**config.mk**
```make
export PLATFORM = sky130hd
export DESIGN_NAME = peer_table_with_tx_credits
export DESIGN_NICKNAME = d
export VERILOG_FILES = /design/src/rtl/ptc_pkg.sv /design/src/rtl/ptc_ctrl.sv /design/src/rtl/ptc_datapath.sv /design/src/rtl/peer_table_with_tx_credits.sv
export SDC_FILE = /design/constraint.sdc
export NUM_CORES = 1
export LEC_CHECK = 0
export ABC_AREA = 1
export BUFFER_PORTS_ARGS = -buffer_cell sky130_fd_sc_hd__buf_4
export CORE_ASPECT_RATIO = 0.8
export CORE_MARGIN = 4
export CORE_UTILIZATION = 60
export CTS_CLUSTER_DIAMETER = 40
export DETAILED_ROUTE_END_ITERATION = 10
export PLACE_DENSITY = 0.79
export SYNTH_ARGS = -nofsm -noshare
export SYNTH_HDL_FRONTEND = slang
export SYNTH_SLANG_ARGS = --single-unit
```
**constraint.sdc**
```tcl
create_clock -name aclk -period 6.2 [get_ports aclk]
set_clock_uncertainty 0.05 [all_clocks]
set_input_delay 1.86 -clock aclk [delete_from_list [all_inputs] [get_ports aclk]]
set_output_delay 1.86 -clock aclk [all_outputs]
set_load 0.01 [all_outputs]
```
**src/rtl/ptc_pkg.sv**
```systemverilog
// Package for the peer table with transmit credits.
// Holds the field widths, action and status codes, and the transaction and control structs.
// No dependencies.
package ptc_pkg;

    localparam int MAC_W  = 48;
    localparam int ADDR_W = 16;
    localparam int RSSI_W = 8;
    localparam int LEN_W  = 11;
    localparam int CRED_W = 7;
    localparam int STAT_W = 3;

    localparam logic [1:0] ACT_LEARN = 2'd0;
    localparam logic [1:0] ACT_SEND  = 2'd1;
    localparam logic [1:0] ACT_DONE  = 2'd2;
    localparam logic [1:0] ACT_QUERY = 2'd3;

    localparam logic [STAT_W-1:0] ST_OK        = 3'd0;
    localparam logic [STAT_W-1:0] ST_TOO_LONG  = 3'd1;
    localparam logic [STAT_W-1:0] ST_NO_CREDIT = 3'd2;
    localparam logic [STAT_W-1:0] ST_NOT_FOUND = 3'd3;
    localparam logic [STAT_W-1:0] ST_FULL      = 3'd4;
    localparam logic [STAT_W-1:0] ST_ADDED     = 3'd5;
    localparam logic [STAT_W-1:0] ST_UPDATED   = 3'd6;

    localparam logic [ADDR_W-1:0] BCAST_ADDR    = 16'hFFFF;
    localparam logic [RSSI_W-1:0] RSSI_UNKNOWN  = 8'h81;
    localparam logic [LEN_W-1:0]  MAX_LEN_RESET = 11'd1470;

    typedef struct packed {
        logic [1:0]               action;
        logic [MAC_W-1:0]         peer_mac;
        logic signed [RSSI_W-1:0] rssi_in;
        logic [ADDR_W-1:0]        peer_address;
        logic [LEN_W-1:0]         payload_len;
    } in_t;

    typedef struct packed {
        logic [STAT_W-1:0]        status;
        logic [MAC_W-1:0]         dest_mac;
        logic                     is_broadcast;
        logic signed [RSSI_W-1:0] rssi_out;
        logic [CRED_W-1:0]        credits_left;
    } out_t;

    typedef struct packed {
        logic load;
        logic rd;
        logic step;
        logic commit;
    } ctrl_cmd_t;

    typedef struct packed {
        logic need_scan;
        logic hit;
        logic last;
        logic out_free;
    } dp_stat_t;

endpackage

```
**src/rtl/ptc_ctrl.sv**
```systemverilog
// Controller for the peer table: accepts a transaction, sequences the table scan, commits.
// Depends on ptc_pkg.
module ptc_ctrl (
    input  logic                 aclk,
    input  logic                 aresetn,
    input  logic                 s_valid,
    output logic                 s_ready,
    input  ptc_pkg::dp_stat_t    stat,
    output ptc_pkg::ctrl_cmd_t   cmd
);

    typedef enum logic [1:0] {
        IDLE,
        READ,
        CMP,
        FINISH
    } state_t;

    state_t state_reg;

    always_ff @(posedge aclk) begin
        if (!aresetn) begin
            state_reg <= IDLE;
        end else begin
            case (state_reg)
                IDLE: begin
                    if (s_valid) begin
                        state_reg <= stat.need_scan ? READ : FINISH;
                    end
                end
                READ: begin
                    state_reg <= CMP;
                end
                CMP: begin
                    if (stat.hit || stat.last) begin
                        state_reg <= FINISH;
                    end else begin
                        state_reg <= READ;
                    end
                end
                FINISH: begin
                    if (stat.out_free) begin
                        state_reg <= IDLE;
                    end
                end
                default: begin
                    state_reg <= IDLE;
                end
            endcase
        end
    end

    assign s_ready    = (state_reg == IDLE);
    assign cmd.load   = (state_reg == IDLE) && s_valid;
    assign cmd.rd     = (state_reg == READ);
    assign cmd.step   = (state_reg == CMP);
    assign cmd.commit = (state_reg == FINISH) && stat.out_free;

endmodule

```
**src/rtl/ptc_datapath.sv**
```systemverilog
// Datapath for the peer table: item and config registers, credit pool, entry store,
// scan compare and result register. Depends on ptc_pkg.
module ptc_datapath #(
    parameter int TABLE_ENTRIES = 8,
    parameter int CREDIT_DEPTH  = 8
) (
    input  logic                               aclk,
    input  logic                               aresetn,
    input  ptc_pkg::in_t                       s_data,
    input  logic                               cfg_wr_en,
    input  logic [ptc_pkg::LEN_W-1:0]          cfg_wr_data,
    output logic                               m_valid,
    input  logic                               m_ready,
    output ptc_pkg::out_t                      m_data,
    input  ptc_pkg::ctrl_cmd_t                 cmd,
    output ptc_pkg::dp_stat_t                  stat
);

    localparam int IDX_W = (TABLE_ENTRIES > 1) ? $clog2(TABLE_ENTRIES) : 1;
    localparam logic [IDX_W-1:0] LAST_IDX = IDX_W'(TABLE_ENTRIES - 1);
    localparam logic [ptc_pkg::CRED_W-1:0] CREDIT_MAX = ptc_pkg::CRED_W'(CREDIT_DEPTH);

    ptc_pkg::in_t                   item_reg;
    logic [ptc_pkg::LEN_W-1:0]      max_len_reg;
    logic [ptc_pkg::CRED_W-1:0]     credits_reg;
    logic [ptc_pkg::CRED_W-1:0]     cred_next;
    logic [TABLE_ENTRIES-1:0]       valid_reg;

    logic [ptc_pkg::MAC_W-1:0]      mac_mem  [TABLE_ENTRIES];
    logic [ptc_pkg::ADDR_W-1:0]     addr_mem [TABLE_ENTRIES];
    logic [ptc_pkg::RSSI_W-1:0]     rssi_mem [TABLE_ENTRIES];

    logic [IDX_W-1:0]               idx_reg;
    logic                           rd_valid_reg;
    logic [ptc_pkg::MAC_W-1:0]      rd_mac_reg;
    logic [ptc_pkg::ADDR_W-1:0]     rd_addr_reg;
    logic [ptc_pkg::RSSI_W-1:0]     rd_rssi_reg;
    logic                           found_reg;
    logic                           free_found_reg;
    logic [IDX_W-1:0]               free_idx_reg;

    ptc_pkg::out_t                  out_reg;
    logic                           out_valid_reg;
    ptc_pkg::out_t                  res;

    logic [ptc_pkg::ADDR_W-1:0]     key;
    logic                           hit;
    logic                           need_scan;
    logic                           wr_en;
    logic                           wr_new;
    logic [IDX_W-1:0]               wr_idx;

    assign key = (item_reg.action == ptc_pkg::ACT_LEARN) ?
                 item_reg.peer_mac[ptc_pkg::ADDR_W-1:0] : item_reg.peer_address;
    assign hit = rd_valid_reg && (rd_addr_reg == key);

    always_comb begin
        need_scan = 1'b1;
        if (s_data.action == ptc_pkg::ACT_SEND) begin
            need_scan = (s_data.payload_len <= max_len_reg) && (credits_reg != '0) &&
                        (s_data.peer_address != ptc_pkg::BCAST_ADDR);
        end else if (s_data.action == ptc_pkg::ACT_DONE) begin
            need_scan = 1'b0;
        end
    end

    assign stat.need_scan = need_scan;
    assign stat.hit       = hit;
    assign stat.last      = (idx_reg == LAST_IDX);
    assign stat.out_free  = !out_valid_reg || m_ready;

    always_comb begin
        res       = '0;
        cred_next = credits_reg;
        wr_en     = 1'b0;
        wr_new    = 1'b0;
        wr_idx    = idx_reg;
        case (item_reg.action)
            ptc_pkg::ACT_LEARN: begin
                if (found_reg) begin
                    res.status = ptc_pkg::ST_UPDATED;
                    wr_en      = 1'b1;
                end else if (free_found_reg) begin
                    res.status = ptc_pkg::ST_ADDED;
                    wr_en      = 1'b1;
                    wr_new     = 1'b1;
                    wr_idx     = free_idx_reg;
                end else begin
                    res.status = ptc_pkg::ST_FULL;
                end
            end
            ptc_pkg::ACT_SEND: begin
                if (item_reg.payload_len > max_len_reg) begin
                    res.status = ptc_pkg::ST_TOO_LONG;
                end else if (credits_reg == '0) begin
                    res.status = ptc_pkg::ST_NO_CREDIT;
                end else if (item_reg.peer_address == ptc_pkg::BCAST_ADDR) begin
                    res.dest_mac     = '1;
                    res.is_broadcast = 1'b1;
                    cred_next        = credits_reg - 1'b1;
                end else if (found_reg) begin
                    res.dest_mac = rd_mac_reg;
                    cred_next    = credits_reg - 1'b1;
                end else begin
                    res.status = ptc_pkg::ST_NOT_FOUND;
                end
            end
            ptc_pkg::ACT_DONE: begin
                if (credits_reg < CREDIT_MAX) begin
                    cred_next = credits_reg + 1'b1;
                end
            end
            ptc_pkg::ACT_QUERY: begin
                if (found_reg) begin
                    res.rssi_out = rd_rssi_reg;
                end else begin
                    res.status   = ptc_pkg::ST_NOT_FOUND;
                    res.rssi_out = ptc_pkg::RSSI_UNKNOWN;
                end
            end
            default: begin
                res.status = ptc_pkg::ST_OK;
            end
        endcase
        res.credits_left = cred_next;
    end

    always_ff @(posedge aclk) begin
        if (!aresetn) begin
            max_len_reg    <= ptc_pkg::MAX_LEN_RESET;
            credits_reg    <= CREDIT_MAX;
            valid_reg      <= '0;
            out_valid_reg  <= 1'b0;
            idx_reg        <= '0;
            rd_valid_reg   <= 1'b0;
            found_reg      <= 1'b0;
            free_found_reg <= 1'b0;
            free_idx_reg   <= '0;
        end else begin
            if (cfg_wr_en) begin
                max_len_reg <= cfg_wr_data;
            end
            if (cmd.load) begin
                idx_reg        <= '0;
                found_reg      <= 1'b0;
                free_found_reg <= 1'b0;
            end
            if (cmd.rd) begin
                rd_valid_reg <= valid_reg[idx_reg];
            end
            if (cmd.step) begin
                found_reg <= hit;
                if (!rd_valid_reg && !free_found_reg) begin
                    free_found_reg <= 1'b1;
                    free_idx_reg   <= idx_reg;
                end
                if (!hit && !stat.last) begin
                    idx_reg <= idx_reg + 1'b1;
                end
            end
            if (cmd.commit) begin
                credits_reg   <= cred_next;
                out_valid_reg <= 1'b1;
                if (wr_new) begin
                    valid_reg[wr_idx] <= 1'b1;
                end
            end else if (m_ready) begin
                out_valid_reg <= 1'b0;
            end
        end
    end

    always_ff @(posedge aclk) begin
        if (cmd.load) begin
            item_reg <= s_data;
        end
        if (cmd.rd) begin
            rd_mac_reg  <= mac_mem[idx_reg];
            rd_addr_reg <= addr_mem[idx_reg];
            rd_rssi_reg <= rssi_mem[idx_reg];
        end
        if (cmd.commit) begin
            out_reg <= res;
            if (wr_en) begin
                rssi_mem[wr_idx] <= item_reg.rssi_in;
            end
            if (wr_new) begin
                mac_mem[wr_idx]  <= item_reg.peer_mac;
                addr_mem[wr_idx] <= item_reg.peer_mac[ptc_pkg::ADDR_W-1:0];
            end
        end
    end

    assign m_valid = out_valid_reg;
    assign m_data  = out_reg;

endmodule

```
**src/rtl/peer_table_with_tx_credits.sv**
```systemverilog
// Top level of the peer table with transmit credits.
// Depends on ptc_pkg, ptc_ctrl and ptc_datapath.
//
// Usage:
// - Input channel s_valid/s_ready/s_data carries one transaction: learn, send request,
//   send done or RSSI query. Result channel m_valid/m_ready/m_data returns exactly one
//   result transaction per input, in order.
// - cfg_wr_en/cfg_wr_data write the maximum payload length; write only while idle.
// - Flow: a send done, a rejected send or a broadcast send goes from acceptance straight to
//   the commit step. Learn, query and unicast send scan the table one entry at a time
//   (registered read, then compare), stopping at the first match or at the last entry.
//   The controller returns to idle as the result is placed in the output register.
// - One transaction is in work at a time; s_ready is high while the controller is idle,
//   even while a finished result still waits in the output register.
// - A stalled receiver holds the result in the output register and the controller in
//   its commit step until the register frees.
// - Synchronous reset clears all entry valid bits, refills the credit pool to
//   CREDIT_DEPTH and restores the maximum payload length to 1470.
module peer_table_with_tx_credits #(
    parameter int TABLE_ENTRIES = 8,
    parameter int CREDIT_DEPTH  = 8
) (
    input  logic                          aclk,
    input  logic                          aresetn,
    input  logic                          s_valid,
    output logic                          s_ready,
    input  ptc_pkg::in_t                  s_data,
    output logic                          m_valid,
    input  logic                          m_ready,
    output ptc_pkg::out_t                 m_data,
    input  logic                          cfg_wr_en,
    input  logic [ptc_pkg::LEN_W-1:0]     cfg_wr_data
);

    ptc_pkg::ctrl_cmd_t cmd;
    ptc_pkg::dp_stat_t  stat;

    ptc_ctrl u_ctrl (
        .aclk    (aclk),
        .aresetn (aresetn),
        .s_valid (s_valid),
        .s_ready (s_ready),
        .stat    (stat),
        .cmd     (cmd)
    );

    ptc_datapath #(
        .TABLE_ENTRIES (TABLE_ENTRIES),
        .CREDIT_DEPTH  (CREDIT_DEPTH)
    ) u_datapath (
        .aclk        (aclk),
        .aresetn     (aresetn),
        .s_data      (s_data),
        .cfg_wr_en   (cfg_wr_en),
        .cfg_wr_data (cfg_wr_data),
        .m_valid     (m_valid),
        .m_ready     (m_ready),
        .m_data      (m_data),
        .cmd         (cmd),
        .stat        (stat)
    );

endmodule

```
-- After elaboration in Yosys (flattened, before gate mapping)
Memory sizes are Yosys's and may differ from the RTL's. A register that Yosys moved wholly into a read port is not among the register bits.
Index checks and enable logic that the tools add are counted.
- memories kept: 3
- input port bits: 101
- bits in registers: 190
- output and inout bits: 69
- bits in writable memories: 576
- memory list (memory ; depth ; width ; rd ports ; clocked after memory_dff ; wr ports ; line ; source):
    u_datapath.mac_mem ; 8 ; 48 ; 1 ; 1 ; 1 ; ptc_datapath.sv:29 ; logic [ptc_pkg::MAC_W-1:0] mac_mem [TABLE_ENTRIES];
    u_datapath.addr_mem ; 8 ; 16 ; 1 ; 1 ; 1 ; ptc_datapath.sv:30 ; logic [ptc_pkg::ADDR_W-1:0] addr_mem [TABLE_ENTRIES];
    u_datapath.rssi_mem ; 8 ; 8 ; 1 ; 1 ; 1 ; ptc_datapath.sv:31 ; logic [ptc_pkg::RSSI_W-1:0] rssi_mem [TABLE_ENTRIES];
- bitwise gates (word level): 2
- equality and inequality tests: 14
- reduce and logical (&&, ||, !) cells: 26
- magnitude comparators: 6
- $add $sub $neg: 3
- multiplexer cells: 53
- operators with widths (kind ; number):
    $mux W48 ; 2
    $mux W7 ; 5
    $mux W3 ; 9
    $mux W1 ; 24
    $eq A16 B16 Y1 ; 1
    $eq A16 B16 Y1 const B ; 1
    $mux W16 ; 1
    $ne A16 B16 Y1 const B ; 1
    $pmux W7 S2 ; 1
    $mux W2 ; 6
    $gt A11 B11 Y1 ; 1
    $le A11 B11 Y1 ; 1
    $eq A2 B2 Y1 const B ; 5
    $pmux W3 S3 ; 1
    $logic_and A1 B1 Y1 ; 8
    $lt A3 B4 Y1 const B ; 2
    $mux W8 ; 1
    $or A8 B8 Y8 ; 1
    $pmux W2 S4 ; 1
    $reduce_and A2 Y1 ; 4
    $add A7 B1 Y7 const B ; 1
    $logic_not A7 Y1 ; 1
    $lt A7 B4 Y1 const B ; 1
    $reduce_bool A7 Y1 ; 1
    15 further kinds ; 24

-- Logic depth before layout (Yosys ltp)
- word-level depth: 8
- gate-level depth with buffers: 17
- mapped depth without buffers: 17

-- By module
A second synthesis with hierarchy kept.
- cells, all modules: 2179
- area, all modules: 27405.0 µm²
- modules (own cells, without submodules) (module ; area an instance (µm²) ; instances ; cells each):
    ptc_datapath ; 27264.9 ; 1 ; 2154
    ptc_ctrl ; 140.1 ; 1 ; 25

-- Worst setup path after synthesis
OpenSTA, ideal clock, no wires.
- path type: in2reg
- start point: input port m_ready
- end point: memory u_datapath.addr_mem[2][0] in the netlist's numbering (enable)
- stages: 6
- arrival: 4.504 ns
- path slack: 1.190 ns
- buffers on the path: 0
- data required time: 5.694 ns
- library setup time: 0.456 ns
- cells stage by stage: nor2_1 -> nor2_1 -> inv_1 -> nor2_1 -> inv_1 -> nor2_1
- longest elaborated chain between the ends: 4
- RTL lines (item ; line ; source):
    start, declared ; peer_table_with_tx_credits.sv:29 ; input logic m_ready,
    $logic_or A1 B1 Y1 ; ptc_datapath.sv:70 ; assign stat.out_free = !out_valid_reg || m_ready;
    $logic_and A1 B1 Y1 ; ptc_ctrl.sv:57 ; assign cmd.commit = (state_reg == FINISH) && stat.out_free;
    $mux W1 ; ptc_datapath.sv:182 ; if (cmd.commit) begin
    $mux W1 (not written as such) ; ptc_datapath.sv:189 ; addr_mem[wr_idx] <= item_reg.peer_mac[ptc_pkg::ADDR_W-1:0];
    end, declared ; ptc_datapath.sv:30 ;
No other way between the ends.

-- Worst setup path after layout
- start point: input port m_ready
- end point: memory u_datapath.mac_mem[2][45] in the netlist's numbering (enable)
- longest elaborated chain between the ends: 4
- RTL lines (item ; line ; source):
    $logic_or A1 B1 Y1 ; ptc_datapath.sv:70 ;
    $logic_and A1 B1 Y1 ; ptc_ctrl.sv:57 ;
    $mux W1 ; ptc_datapath.sv:182 ;
    $mux W1 (not written as such) ; ptc_datapath.sv:188 ; mac_mem[wr_idx] <= item_reg.peer_mac;
    end, declared ; ptc_datapath.sv:29 ;
No other way between the ends.

==> summary.md <==
| Metric | Value |
|---|---|
| Status | finished clean |
| Worst EP arrival | 3.63 ns |
| CTS resizes | 0 |
| Compound-Gate Fraction of Synth Area | 8.744% |
| GRT busiest layer | met2 |
| WL final | 60670 um |
| Post-synthesis adder-cell area fraction | 1.475% |
| Hold Startpoint | u_datapath.valid_reg[4] |
| Seq cells post-synth | 694 |
| Worst-Margin Slew | 1.195 ns |
| Die Span Y | 198.3 um |
| Register area share after synthesis | 75.37% |
| Area Growth Syn to Fin | 15.01% |
| First-pass GRT wire length | 93140 um |
| DRT iter0 DRCs | 2259 |
| CTS tree | done |
| GP Congestion | 0.8864 |
| DR vias/cell | 5.837 |
| Largest family of logic cells by synthesized area | simple AND/OR/NAND/NOR gates |
| Syn. warnings | 0 |
| WL per Instance | 20.37 um |
| XOR/XNOR Fraction of Synth Area | 0.03226% |
| R2r setup slk | 2.76 ns |
| Crit start category | input pin |
| Worst path cell trace | buf_4 > nor2_1 > nor2_4 > inv_1 > nor2_1 > inv_1 > nor2_4 > buf_4 |
| Leakage | 11.27 nW |
| Core Footprint | 0.04455 mm2 |
| Post-Place Cell Area | 0.02898 mm2 |
| Setup violators final | 0 |
| Drt drc | 0 |
| Vias in the first global route | 16.99k |
| Largest net degree at the start of global routing | 124 |
| RR Endpoint | u_datapath.mac_mem[3][44] |
| Vias | 17.39k |
| Crit path capture type | register |
| Global Route met1 Usage | 36.46% |
| Clk slew on worst S/H paths | 0.06 ns |
| Gate Count Post-Synth | 2169 |
| Met3 GRT Util | 5.091% |
| Max_slew headroom | 20.30% |
| Initial antenna violation count | 1 |
| Syn Std Cell Area | 0.02715 mm2 |
| Die area | 0.04873 mm2 |
| Setup CP Type | input pin to register |
| Average size of a mapped cell | 12.52 um2 |
| Most frequent cells in the layout | edfxtp_1, nor2_1, o21ai_0 |
| Row cnt | 69 |
| Hold_ws | 0.4277 ns |
| Die width | 245.8 um |
| Max Slew Vio Count | 0 |
| Final Hold Vio Count | 0 |
| Num ports | 170 |
| Setup TNS | 0 ns |
| GRT overflow | 0 |
| Req. time, crit path | 6.37 ns |
| Cell area power density | 331.6 mW/mm2 |
| Share of post-route cells with drive strength above 1 | 13.26% |
| Final core area utilization | 70.08% |
| Max_cap viols | 0 |
| Worst r2r path cells | 9 |
| Simple-gate area share of the yosys netlist | 11.32% |
| Period utilisation layout | 55.69% |
| Critical path's slowest cell | buf_4 |
| HPWL Detailed | 35810 um |
| Maximum buffer depth of the clock tree | 3 |
| Synth cell types | 32 |
| Max reg flops | 264 |
| Max incr delay on CP | 0.59 ns |
| Tmin final | 3.453 ns |
| Final Cell Area | 0.03122 mm2 |
| CTS HTree Levels | 3 |
| CP endpoint | u_datapath.mac_mem[2][45] |
| Post-CTS Setup Inserts | 0 |
| Sink Count | 694 |
| Crit Reg-Reg Startpoint | u_datapath.idx_reg[1] |
| Hold Path Cell Cnt | 2 |
| Fmax | 0.2896 GHz |
| Most common cell after layout, fill and taps aside | edfxtp_1 |
| Post-route ant nets | 0 |
| Post-synthesis mux area share | 0% |
| Worst vdd rail ir drop | 0.0002678 V |
| TritonRoute pass-1 iters | 6 |
| Num CTS Buffers | 69 |
| Net Count, Synth | 2302 |
| Cts hold-fix bufs | 0 |
| Hold Path Class | register to register |
| CTS Root Cell | clkbuf_16 |
| Worst setup path startpoint | m_ready |
| Port bufs | 169 |
| Global Route met2 Usage | 37.90% |
| Initial Util | 60.94% |
| Worst-Skew Late Latency | 0.61 ns |
| Total global-route track usage | 24.72% |
| RSZ-0062 raised after global routing | false |
| CP max FO | 38 |
| Final nets | 2456 |
worst max-delay path: cells and delay by family:
kind,cells,cell delay (ns)
buffers and inverters,4,1.06
and+or+nand+nor,4,0.69
per-stage QoR:
step | worst slack (ns) | instances | power (mW)
2_1_floorplan | 1.190 | 2169 | 6.016
3_3_place_gp | 2.209 | 2855 | 6.288
3_5_place_dp | 2.148 | 2855 | 6.328
5_1_grt | 2.525 | 2979 | 10.71
4_1_cts | 2.774 | 2978 | 10.39
6_report | 2.747 | 2979 | 10.35
worst min-delay path by stage:
stage,to
floorplan,u_datapath.valid_reg[1]
global placement,u_datapath.valid_reg[1]
detailed placement,u_datapath.valid_reg[4]
CTS,u_datapath.valid_reg[4]
global route,u_datapath.valid_reg[2]
finish,u_datapath.valid_reg[4]
cell type report:
class,instances,area (um2)
Multi-Input combinational cell,1266,5937
Inverter,102,394.1
Clock buffer,87,1857
Antenna cell,1,2.502
Tap cell,603,754.5
Timing Repair Buffer,190,1426
Fill cell,2890,13330
Clock inverter,36,382.9
Sequential cell,694,20470
layer usage:
metal	wire length, um	share of wire (%)
met1	25300	42
met2	27990	46
met3	5840	9.6
met4	1543	2.5
met5	0	0
cells by family (layout without fill, tap and decap cells):
family	after synthesis	in the layout
buffers and inverters	209	415
flip-flops	694	694
XOR/XNOR	1	1
AND/OR/NAND/NOR	792	792
AO/OA/AOI/OAI	441	441
adder cells (fa/ha/maj)	32	32
other	0	1
where the power goes:
| group | switching [mW] | leakage, nW | internal [mW] |
|---|---|---|---|
| logic | 0.533 | 3.89 | 0.252 |
| clock network | 1.72 | 1.09 | 2.39 |
| registers | 0.139 | 6.29 | 5.32 |
synthesized netlist by cell type (all sizes together):
| library cell | count | area, um2 |
|---|---|---|
| o22ai | 58 | 362.9 |
| o21a | 1 | 7.510 |
| a21o | 1 | 7.510 |
| inv | 100 | 375.4 |
| nand4 | 8 | 50.05 |
| o21ai | 264 | 1321 |
| nor3 | 2 | 10.01 |
| xor2 | 1 | 8.760 |
| clkbuf | 83 | 311.6 |
| clkinv | 2 | 7.510 |
| dfxtp | 38 | 760.7 |
| nand2 | 183 | 686.9 |
| a21boi | 1 | 7.510 |
| a211oi | 1 | 7.510 |
| nor4 | 1 | 6.260 |
| or2 | 1 | 6.260 |
| nand3b | 1 | 7.510 |
| a21oi | 52 | 260.3 |
| a31oi | 59 | 369.1 |
| nor2 | 558 | 2107 |
| buf | 24 | 135.1 |
| o211ai | 4 | 30.03 |
| nand3 | 38 | 200.2 |
| ha | 32 | 400.4 |
| edfxtp | 656 | 19700 |
Power figures use the tool's default switching activity.
